**config.mk**
```make
export PLATFORM = sky130hd
export DESIGN_NAME = rotating_sector_light_driver_flat
export DESIGN_NICKNAME = d
export VERILOG_FILES = /design/src/hdl/rsld_pkg.sv /design/src/hdl/rsld_req_if.sv /design/src/hdl/rsld_rsp_if.sv /design/src/hdl/rotating_sector_light_driver.sv /design/src/flat_wrapper.sv
export SDC_FILE = /design/constraint.sdc
export NUM_CORES = 1
export LEC_CHECK = 0
export ABC_AREA = 1
export BUFFER_PORTS_ARGS = -buffer_cell sky130_fd_sc_hd__buf_2
export CAP_MARGIN = 20
export CORE_UTILIZATION = 40
export CTS_CLUSTER_DIAMETER = 100
export DETAILED_ROUTE_END_ITERATION = 16
export PLACE_DENSITY = 0.53
export SYNTH_ARGS = -nofsm -noshare
export SYNTH_HDL_FRONTEND = slang
export SYNTH_SLANG_ARGS = --single-unit
```
**constraint.sdc**
```tcl
create_clock -name clock -period 10.75 [get_ports clock]
set_input_delay 1.075 -clock clock [delete_from_list [all_inputs] [get_ports clock]]
set_output_delay 1.075 -clock clock [all_outputs]
set_load 0.03 [all_outputs]
```
**src/hdl/rsld_pkg.sv**
```systemverilog
// Shared types, constants and helper functions of the rotating sector light driver.
package rsld_pkg;

   localparam int KNOB_W  = 11;
   localparam int LEVEL_W = 8;
   localparam int CSR_IDX_W  = 3;
   localparam int CSR_DATA_W = 16;

   // Rotation time scaled by 1024 never exceeds 65535 * 1024, so 26 bits hold it.
   localparam int TIME_W = 26;
   localparam int STEP_W = 10;
   localparam int MUL_B_W = 15;

   localparam logic [KNOB_W-1:0] KNOB_FULL  = 11'd1024;
   localparam logic [KNOB_W-1:0] SPEED_DEAD = 11'd51;

   localparam logic [CSR_IDX_W-1:0] REG_STEP_PERIOD  = 3'd0;
   localparam logic [CSR_IDX_W-1:0] REG_ROT_TIME_MIN = 3'd1;
   localparam logic [CSR_IDX_W-1:0] REG_ROT_TIME_MAX = 3'd2;
   localparam logic [CSR_IDX_W-1:0] REG_CENTER_PHASE = 3'd3;
   localparam logic [CSR_IDX_W-1:0] REG_SPEED_MIN    = 3'd4;
   localparam logic [CSR_IDX_W-1:0] REG_SPEED_MAX    = 3'd5;

   typedef struct packed {
      logic [KNOB_W-1:0] light_level;
      logic [KNOB_W-1:0] pan_offset;
      logic [KNOB_W-1:0] sector_width_knob;
      logic [KNOB_W-1:0] speed_knob;
   } req_type;

   typedef struct packed {
      logic [LEVEL_W-1:0] dimmer_level;
      logic [LEVEL_W-1:0] red_level;
      logic [LEVEL_W-1:0] green_level;
      logic [LEVEL_W-1:0] blue_level;
      logic [LEVEL_W-1:0] white_level;
      logic [LEVEL_W-1:0] pan_level;
      logic [LEVEL_W-1:0] slow_speed_out;
      logic [LEVEL_W-1:0] fast_speed_out;
   } rsp_type;

   // Knob values above full scale are treated as full scale.
   function automatic logic [KNOB_W-1:0] sat_knob(input logic [KNOB_W-1:0] value);
      sat_knob = (value > KNOB_FULL) ? KNOB_FULL : value;
   endfunction

endpackage

```
**src/hdl/rsld_req_if.sv**
```systemverilog
// Request channel interface of the rotating sector light driver.
interface rsld_req_if;
   logic              valid;
   logic              ready;
   rsld_pkg::req_type data;

   modport source (output valid, output data, input ready);
   modport sink   (input valid, input data, output ready);
endinterface

```
**src/hdl/rsld_rsp_if.sv**
```systemverilog
// Result channel interface of the rotating sector light driver.
interface rsld_rsp_if;
   logic              valid;
   logic              ready;
   rsld_pkg::rsp_type data;

   modport source (output valid, output data, input ready);
   modport sink   (input valid, input data, output ready);
endinterface

```
**src/hdl/rotating_sector_light_driver.sv**
```systemverilog
// Top level of the rotating sector light driver: sequencer, shared multiplier and serial divider.
//
// Each request is one tick of the step period. The block advances the beam phase by an
// increment derived from the speed knob and the rotation-time registers, picks the color
// from where the phase sits against a sector centered on half a turn, and returns one
// response with dimmer, color, pan and the two fixed speed levels. After acceptance the
// block runs two multiply steps, then the restoring divider, which produces one quotient
// bit per cycle over the PHASE_BITS + 20 bit dividend, then the phase update, the sector
// product and the response load, which waits until the output register is free. The block
// is not ready while a request is being worked on, but it takes a new request while a
// finished response still waits in the output register. Configuration registers are
// written through the csr port and are expected to change only while the block is idle.
module rotating_sector_light_driver #(
   parameter int PHASE_BITS = 16
) (
   input  logic                               clock,
   input  logic                               reset,
   rsld_req_if.sink                           req_chan,
   rsld_rsp_if.source                         rsp_chan,
   input  logic                               csr_wr_en,
   input  logic [rsld_pkg::CSR_IDX_W-1:0]     csr_index,
   input  logic [rsld_pkg::CSR_DATA_W-1:0]    csr_wdata
);
   import rsld_pkg::*;

   // The dividend is step << (PHASE_BITS + 10), so the divider walks over this many bits.
   localparam int DIV_N   = PHASE_BITS + 20;
   localparam int CNT_W   = $clog2(DIV_N);
   localparam int MUL_A_W = (PHASE_BITS > 16) ? PHASE_BITS : 16;
   localparam int MUL_P_W = MUL_A_W + MUL_B_W;
   localparam int PAN_W   = PHASE_BITS + 16;
   localparam int SCL_W   = PHASE_BITS + MUL_B_W;

   localparam logic [2:0] ST_IDLE    = 3'd0;
   localparam logic [2:0] ST_MUL_MIN = 3'd1;
   localparam logic [2:0] ST_MUL_MAX = 3'd2;
   localparam logic [2:0] ST_DIV     = 3'd3;
   localparam logic [2:0] ST_PHASE   = 3'd4;
   localparam logic [2:0] ST_SECTOR  = 3'd5;
   localparam logic [2:0] ST_DONE    = 3'd6;

   // Configuration registers.
   logic [STEP_W-1:0]     step_period_ff;
   logic [15:0]           rot_min_ff;
   logic [15:0]           rot_max_ff;
   logic [15:0]           center_phase_ff;
   logic [LEVEL_W-1:0]    speed_min_ff;
   logic [LEVEL_W-1:0]    speed_max_ff;

   // Sequencer and datapath registers.
   logic [2:0]            state_ff, state_in;
   logic [PHASE_BITS-1:0] phase_ff, phase_in;
   logic [KNOB_W-1:0]     light_ff, light_in;
   logic [KNOB_W-1:0]     offset_ff, offset_in;
   logic [KNOB_W-1:0]     width_ff, width_in;
   logic [KNOB_W-1:0]     sabs_ff, sabs_in;
   logic                  reverse_ff, reverse_in;
   logic [MUL_P_W-1:0]    prod_ff, prod_in;
   logic [TIME_W-1:0]     time_ff, time_in;
   logic [TIME_W-1:0]     rem_ff, rem_in;
   logic [STEP_W-1:0]     step_sr_ff, step_sr_in;
   logic [PHASE_BITS-1:0] quot_ff, quot_in;
   logic [CNT_W-1:0]      cnt_ff, cnt_in;
   logic                  rsp_valid_ff, rsp_valid_in;
   rsp_type               rsp_data_ff, rsp_data_in;

   // Combinational helpers.
   logic [KNOB_W-1:0]     speed_sat;
   logic [KNOB_W:0]       speed_x2;
   logic [KNOB_W:0]       sabs_wide;
   logic [MUL_A_W-1:0]    mul_a;
   logic [MUL_B_W-1:0]    mul_b;
   logic [MUL_P_W-1:0]    mul_p;
   logic [TIME_W:0]       rem_trial;
   logic [TIME_W+1:0]     rem_diff;
   logic [PHASE_BITS-1:0] phase_inc;
   logic [KNOB_W+6:0]     light_x255;
   logic [LEVEL_W-1:0]    full_lvl;
   logic [LEVEL_W-1:0]    half_lvl;
   logic [LEVEL_W+7:0]    fifth_prod;
   logic [LEVEL_W-1:0]    fifth_lvl;
   logic [MUL_B_W-1:0]    width_x7;
   logic [MUL_B_W-1:0]    lo_bound;
   logic [MUL_B_W-1:0]    hi_bound;
   logic [SCL_W-1:0]      scaled;
   logic [PAN_W-1:0]      pan_sum;
   logic                  req_fire;
   logic                  rsp_free;

   assign req_chan.ready = (state_ff == ST_IDLE);
   assign req_fire       = req_chan.valid && (state_ff == ST_IDLE);
   assign rsp_chan.valid = rsp_valid_ff;
   assign rsp_chan.data  = rsp_data_ff;
   assign rsp_free       = !rsp_valid_ff || rsp_chan.ready;

   // Signed speed s = 2K - 1024 is kept as a magnitude and a direction flag.
   assign speed_sat = sat_knob(req_chan.data.speed_knob);
   assign speed_x2  = {speed_sat, 1'b0};
   assign sabs_wide = (speed_x2 < {1'b0, KNOB_FULL}) ? ({1'b0, KNOB_FULL} - speed_x2)
                                                    : (speed_x2 - {1'b0, KNOB_FULL});

   // The one multiplier is shared by both rotation-time terms and the sector product.
   always_comb begin
      unique case (state_ff)
         ST_MUL_MIN: begin
            mul_a = MUL_A_W'(rot_min_ff);
            mul_b = MUL_B_W'(sabs_ff);
         end
         ST_MUL_MAX: begin
            mul_a = MUL_A_W'(rot_max_ff);
            mul_b = MUL_B_W'(KNOB_FULL - sabs_ff);
         end
         default: begin
            mul_a = MUL_A_W'(phase_ff);
            mul_b = 15'd20480;
         end
      endcase
   end
   assign mul_p = mul_a * mul_b;

   // One restoring division step per cycle; the remainder stays below a nonzero divisor.
   assign rem_trial = {rem_ff, step_sr_ff[STEP_W-1]};
   assign rem_diff  = {1'b0, rem_trial} - {2'b00, time_ff};

   // A dead band around still, or a zero rotation time, freezes the beam.
   assign phase_inc = ((sabs_ff < SPEED_DEAD) || (time_ff == '0)) ? '0 : quot_ff;

   // Levels scaled by the light knob; a fifth comes from 205/1024, exact for 0..255.
   assign light_x255 = light_ff * 8'd255;
   assign full_lvl   = light_x255[KNOB_W+6:10];
   assign half_lvl   = {1'b0, light_x255[KNOB_W+6:11]};
   assign fifth_prod = full_lvl * 8'd205;
   assign fifth_lvl  = {2'b00, fifth_prod[LEVEL_W+7:10]};

   // Sector bounds, in units of 1/20480 turn, compared against phase * 20480.
   assign width_x7 = MUL_B_W'(width_ff) * 15'd7;
   assign lo_bound = 15'd9728 - width_x7;
   assign hi_bound = 15'd10752 + width_x7;
   assign scaled   = prod_ff[SCL_W-1:0];

   // Pan is the sum of phase, center and offset in Q0.(PHASE_BITS+16), wrapped to a turn.
   assign pan_sum = {phase_ff, 16'd0}
                  + {center_phase_ff, {PHASE_BITS{1'b0}}}
                  + {offset_ff[KNOB_W-2:0], {(PHASE_BITS + 6){1'b0}}};

   always_comb begin
      state_in     = state_ff;
      phase_in     = phase_ff;
      light_in     = light_ff;
      offset_in    = offset_ff;
      width_in     = width_ff;
      sabs_in      = sabs_ff;
      reverse_in   = reverse_ff;
      prod_in      = prod_ff;
      time_in      = time_ff;
      rem_in       = rem_ff;
      step_sr_in   = step_sr_ff;
      quot_in      = quot_ff;
      cnt_in       = cnt_ff;
      rsp_valid_in = rsp_valid_ff && !rsp_chan.ready;
      rsp_data_in  = rsp_data_ff;

      unique case (state_ff)
         ST_IDLE: begin
            if (req_fire) begin
               light_in   = sat_knob(req_chan.data.light_level);
               offset_in  = sat_knob(req_chan.data.pan_offset);
               width_in   = sat_knob(req_chan.data.sector_width_knob);
               sabs_in    = sabs_wide[KNOB_W-1:0];
               reverse_in = (speed_x2 < {1'b0, KNOB_FULL});
               state_in   = ST_MUL_MIN;
            end
         end
         ST_MUL_MIN: begin
            prod_in  = mul_p;
            state_in = ST_MUL_MAX;
         end
         ST_MUL_MAX: begin
            time_in    = prod_ff[TIME_W-1:0] + mul_p[TIME_W-1:0];
            rem_in     = '0;
            step_sr_in = step_period_ff;
            quot_in    = '0;
            cnt_in     = '0;
            state_in   = ST_DIV;
         end
         ST_DIV: begin
            step_sr_in = {step_sr_ff[STEP_W-2:0], 1'b0};
            if (!rem_diff[TIME_W+1]) begin
               rem_in  = rem_diff[TIME_W-1:0];
               quot_in = {quot_ff[PHASE_BITS-2:0], 1'b1};
            end else begin
               rem_in  = rem_trial[TIME_W-1:0];
               quot_in = {quot_ff[PHASE_BITS-2:0], 1'b0};
            end
            cnt_in = cnt_ff + 1'b1;
            if (cnt_ff == CNT_W'(DIV_N - 1)) begin
               state_in = ST_PHASE;
            end
         end
         ST_PHASE: begin
            phase_in = reverse_ff ? (phase_ff - phase_inc) : (phase_ff + phase_inc);
            state_in = ST_SECTOR;
         end
         ST_SECTOR: begin
            prod_in  = mul_p;
            state_in = ST_DONE;
         end
         ST_DONE: begin
            if (rsp_free) begin
               rsp_data_in.dimmer_level   = full_lvl;
               rsp_data_in.pan_level      = pan_sum[PAN_W-1 -: LEVEL_W];
               rsp_data_in.slow_speed_out = speed_min_ff;
               rsp_data_in.fast_speed_out = speed_max_ff;
               if (scaled < {lo_bound, {PHASE_BITS{1'b0}}}) begin
                  rsp_data_in.red_level   = '0;
                  rsp_data_in.green_level = full_lvl;
                  rsp_data_in.blue_level  = '0;
                  rsp_data_in.white_level = '0;
               end else if (scaled < {hi_bound, {PHASE_BITS{1'b0}}}) begin
                  rsp_data_in.red_level   = half_lvl;
                  rsp_data_in.green_level = half_lvl;
                  rsp_data_in.blue_level  = fifth_lvl;
                  rsp_data_in.white_level = full_lvl;
               end else begin
                  rsp_data_in.red_level   = full_lvl;
                  rsp_data_in.green_level = '0;
                  rsp_data_in.blue_level  = '0;
                  rsp_data_in.white_level = '0;
               end
               rsp_valid_in = 1'b1;
               state_in     = ST_IDLE;
            end
         end
         default: begin
            state_in = ST_IDLE;
         end
      endcase
   end

   always_ff @(posedge clock) begin
      if (reset) begin
         state_ff     <= ST_IDLE;
         phase_ff     <= '0;
         rsp_valid_ff <= 1'b0;
      end else begin
         state_ff     <= state_in;
         phase_ff     <= phase_in;
         rsp_valid_ff <= rsp_valid_in;
      end
   end

   always_ff @(posedge clock) begin
      light_ff    <= light_in;
      offset_ff   <= offset_in;
      width_ff    <= width_in;
      sabs_ff     <= sabs_in;
      reverse_ff  <= reverse_in;
      prod_ff     <= prod_in;
      time_ff     <= time_in;
      rem_ff      <= rem_in;
      step_sr_ff  <= step_sr_in;
      quot_ff     <= quot_in;
      cnt_ff      <= cnt_in;
      rsp_data_ff <= rsp_data_in;
   end

   // Register file; a write to an index beyond the list is dropped.
   always_ff @(posedge clock) begin
      if (reset) begin
         step_period_ff  <= 10'd20;
         rot_min_ff      <= 16'd1000;
         rot_max_ff      <= 16'd20000;
         center_phase_ff <= 16'd0;
         speed_min_ff    <= 8'd204;
         speed_max_ff    <= 8'd127;
      end else if (csr_wr_en) begin
         unique case (csr_index)
            REG_STEP_PERIOD:  step_period_ff  <= csr_wdata[STEP_W-1:0];
            REG_ROT_TIME_MIN: rot_min_ff      <= csr_wdata;
            REG_ROT_TIME_MAX: rot_max_ff      <= csr_wdata;
            REG_CENTER_PHASE: center_phase_ff <= csr_wdata;
            REG_SPEED_MIN:    speed_min_ff    <= csr_wdata[LEVEL_W-1:0];
            REG_SPEED_MAX:    speed_max_ff    <= csr_wdata[LEVEL_W-1:0];
            default: begin
            end
         endcase
      end
   end

endmodule
```
**src/flat_wrapper.sv**
```systemverilog
// flat-port wrapper written by rule: the top's interface ports become plain ports
module rotating_sector_light_driver_flat import rsld_pkg::*;
#(
   parameter int PHASE_BITS = 16
)
  (clock, reset, csr_wr_en, csr_index, csr_wdata, req_chan_valid, req_chan_data, req_chan_ready, rsp_chan_valid, rsp_chan_data, rsp_chan_ready);
  rsld_req_if req_chan_i ();
  rsld_rsp_if rsp_chan_i ();
  input  logic clock;
  input  logic reset;
  input  logic csr_wr_en;
  input  logic [rsld_pkg::CSR_IDX_W-1:0] csr_index;
  input  logic [rsld_pkg::CSR_DATA_W-1:0] csr_wdata;
  input wire logic [$bits(req_chan_i.valid)-1:0] req_chan_valid;
  input wire logic [$bits(req_chan_i.data)-1:0] req_chan_data;
  output wire logic [$bits(req_chan_i.ready)-1:0] req_chan_ready;
  output wire logic [$bits(rsp_chan_i.valid)-1:0] rsp_chan_valid;
  output wire logic [$bits(rsp_chan_i.data)-1:0] rsp_chan_data;
  input wire logic [$bits(rsp_chan_i.ready)-1:0] rsp_chan_ready;
  assign req_chan_i.valid = req_chan_valid;
  assign req_chan_i.data = req_chan_data;
  assign req_chan_ready = req_chan_i.ready;
  assign rsp_chan_valid = rsp_chan_i.valid;
  assign rsp_chan_data = rsp_chan_i.data;
  assign rsp_chan_i.ready = rsp_chan_ready;
  rotating_sector_light_driver #(.PHASE_BITS(PHASE_BITS)) u_core (.clock(clock), .reset(reset), .req_chan(req_chan_i), .rsp_chan(rsp_chan_i), .csr_wr_en(csr_wr_en), .csr_index(csr_index), .csr_wdata(csr_wdata));
endmodule
```
==> results.md <==
* Register Area at 0.00843 mm2
* Share of the yosys chip area belonging to registers at 29.6%
* Tmin final at 9.42 ns
* Min Hold Slack at 0.425 ns
* Synth top area cells: edfxtp_1, fa_1, ha_1
* IO buf count at 131
* Setup TNS Final at 0 ns
* Final ANT Viol Nets at 0
* First-pass GRT wire length at 110000 um
* Synth Area per Inst at 8.68 um2
* Final Hold Viols at 0
* DRT Wirelength at 66700 um
* Area Overhead vs Synth at 10.8%
* Setup crit start kind: flop
* Initial antenna violation count at 0
* Cts hold-fix bufs at 0
* Post-CTS Setup Repair Bufs at 0
* Synth cell types at 66
* CTS resizes at 0
* Die H at 269 um
* CP Class: flop to flop
* Leading area contributor after synthesis: edfxtp_1
* Max-cap violations at 0
* Post-synth ARST share at 0%
* Hold WC Path Type: flop to flop
* CTS H-tree lvls at 2
* Reg2reg setup slack at 1.33 ns
* DR iter-0 viols at 940
* Vias/cell at 4.78
* CTS Root Cell: clkbuf_16
* Worst clock skew at 0.0472 ns
* Status: completed
* CTS Buf Count at 40
* Clock Pin Slew Worst Setup and Hold Paths at 0.06 ns
* Warning count from the yosys run at 0
* Max FO, Critical Path at 31
* CTS tree: built
* Worst Tran Pin Value at 1.02 ns
* # nets final at 4036
* Top-count cell post-synth: inv_1
* Multi-input logic area at 0.0173 mm2
* Final Slew Violations at 0
* HPWL after DPL at 54000 um
* GP Congestion at 0.845
* Die Wd at 269 um
* Global route overflow at 0
* Most frequent CP cell: inv_1
* CP Data Arrival Time at 9.73 ns
* Period utilisation layout at 87.7%
* # fillers at 7069
* Fmax at 0.106 GHz
* Antenna diodes at 0
* Top cells by count, synth: inv_1, nand2_1, nor2_1, ha_1, fa_1
* Top cell type's share of synthesized area at 23.0%
* Final count of negative-setup-slack endpoints at 0
* Capturing element type of the critical path: flop
* Finished layout cell area at 0.0315 mm2
* Full die area at 0.0722 mm2
* Via count at 21000
* Cells after synthesis at 3275
* Initial core utilization at 40.5%
* CTS max path bufs at 3
* Slew HR at 31.6%
* Max stage delay cell, worst path: nor2_1
* Initial DRT Pass Iterations at 5
* Cell area after placement at 0.0302 mm2
* Number of synthesized register bits at 312
* Row cnt at 97
* Worst path max stage delay at 0.78 ns
* CP Data Required Time at 11.06 ns
* Ratio of cells with drive above 1 in the final layout at 8.49%
* Avg WL per Cell at 15.2 um
* CTS sink cnt at 312
* Clk_lat worst skew at 0.59 ns
* Post-synth EDFFs at 218
* GRT Total Usage at 19.2%
* Main flop type after synthesis: edfxtp_1
* Core area at 0.0701 mm2
* Synth Cell Area at 0.0284 mm2
* I/O Pins at 134
* Number of global-route vias before repair at 21200
* Unrepaired setup endpoints after global routing: no
* DRC viols at 0
* Largest net degree at the start of global routing at 63
worst max-delay path, delay by kind of cell (launching register included):
kind,cells,cell delay (ns)
xor gates and xnor gates,2,0.33
buffers and inverters,12,1.36
AOI/OAI and AO/OA,5,0.84
and+or+nand+nor,12,2.85
DFF,1,0.44
adders and majority gates,8,3.32
metrics by stage:
stage          worst slack, ns  cells  utilization (%)
3_3_place_gp              1.44   4309             43.0
2_1_floorplan             2.18   3276                -
5_1_grt                  0.552   4381             44.9
3_5_place_dp              1.33   4309             43.0
6_report                  1.33   4381             44.9
4_1_cts                   1.31   4381             44.9
final cells by class:
type                    instances  area share, %
clock buffers                  50           3.43
clock inverters                22          0.822
inverters                     649           7.74
multi-input cells            2259           55.0
flip-flops and latches        312           26.7
well taps                     940           3.73
repair buffers                149           2.51
state kept, by name, summed over array words and instances (netlist names), 11 cells and up:
signal and count:
u_core.rsp_chan.data 62, u_core.prod_ff 30, u_core.rem_ff 26, u_core.time_ff 25
u_core.center_phase_ff 16, u_core.phase_ff 16, u_core.quot_ff 16, u_core.rot_max_ff 16
u_core.rot_min_ff 16, u_core.light_ff 11, u_core.width_ff 11
kinds of logic after synthesis:
logic type | share of synthesized area [%]
adders and majority gates | 30.9
xor gates and xnor gates | 4.79
other | 0.0132
buffers and inverters | 9.49
and+or+nand+nor | 15.8
AOI/OAI and AO/OA | 9.36
DFF | 29.6
layout by cell type (no fill, tap or decap), types with 5 or more instances in the layout:
| master | netlist | routed |
|---|---|---|
| a211oi_1 | 9 | 9 |
| a21boi_0 | 5 | 5 |
| a21boi_1 | 5 | 5 |
| a21o_1 | 11 | 11 |
| a21oi_1 | 174 | 174 |
| a31oi_1 | 6 | 6 |
| buf_2 | 12 | 131 |
| buf_4 | 7 | 18 |
| clkbuf_1 | 34 | 7 |
| clkbuf_16 | 0 | 41 |
| dfxtp_1 | 94 | 94 |
| edfxtp_1 | 218 | 218 |
| fa_1 | 243 | 243 |
| ha_1 | 314 | 314 |
| inv_1 | 640 | 639 |
| inv_2 | 7 | 8 |
| nand2_1 | 474 | 473 |
| nand2_2 | 4 | 5 |
| nand3_1 | 113 | 113 |
| nand4_1 | 13 | 13 |
| nor2_1 | 421 | 421 |
| nor2_2 | 7 | 7 |
| nor3_1 | 33 | 30 |
| nor3_2 | 2 | 5 |
| nor4_1 | 8 | 7 |
| o211ai_1 | 9 | 9 |
| o21a_1 | 6 | 6 |
| o21ai_0 | 159 | 159 |
| o21ai_1 | 11 | 11 |
| o21ai_2 | 21 | 21 |
| o21bai_1 | 8 | 8 |
| xnor2_1 | 58 | 58 |
| xor2_1 | 85 | 85 |
| xor2_2 | 5 | 5 |
layer usage:
layer  GRT usage [%]  routed length, um
met1            26.1              31700
met3            3.05               2760
met4            5.53               1740
met2            31.5              30600
met5               0                  0
path summary, 6_finish.rpt:
check                                             from                      end  depth (start not counted)
worst max register to register      u_core.state_ff[0]       u_core.time_ff[23]                         39
worst max-delay path                u_core.state_ff[0]       u_core.time_ff[23]                         39
worst min-delay path            u_core.speed_min_ff[0]  u_core.rsp_chan.data[8]                          0
worst min register to register  u_core.speed_min_ff[0]  u_core.rsp_chan.data[8]                          0
Power is not shown: default switching activity piles up to over one toggle a cycle in this logic, so the estimate is an artifact.
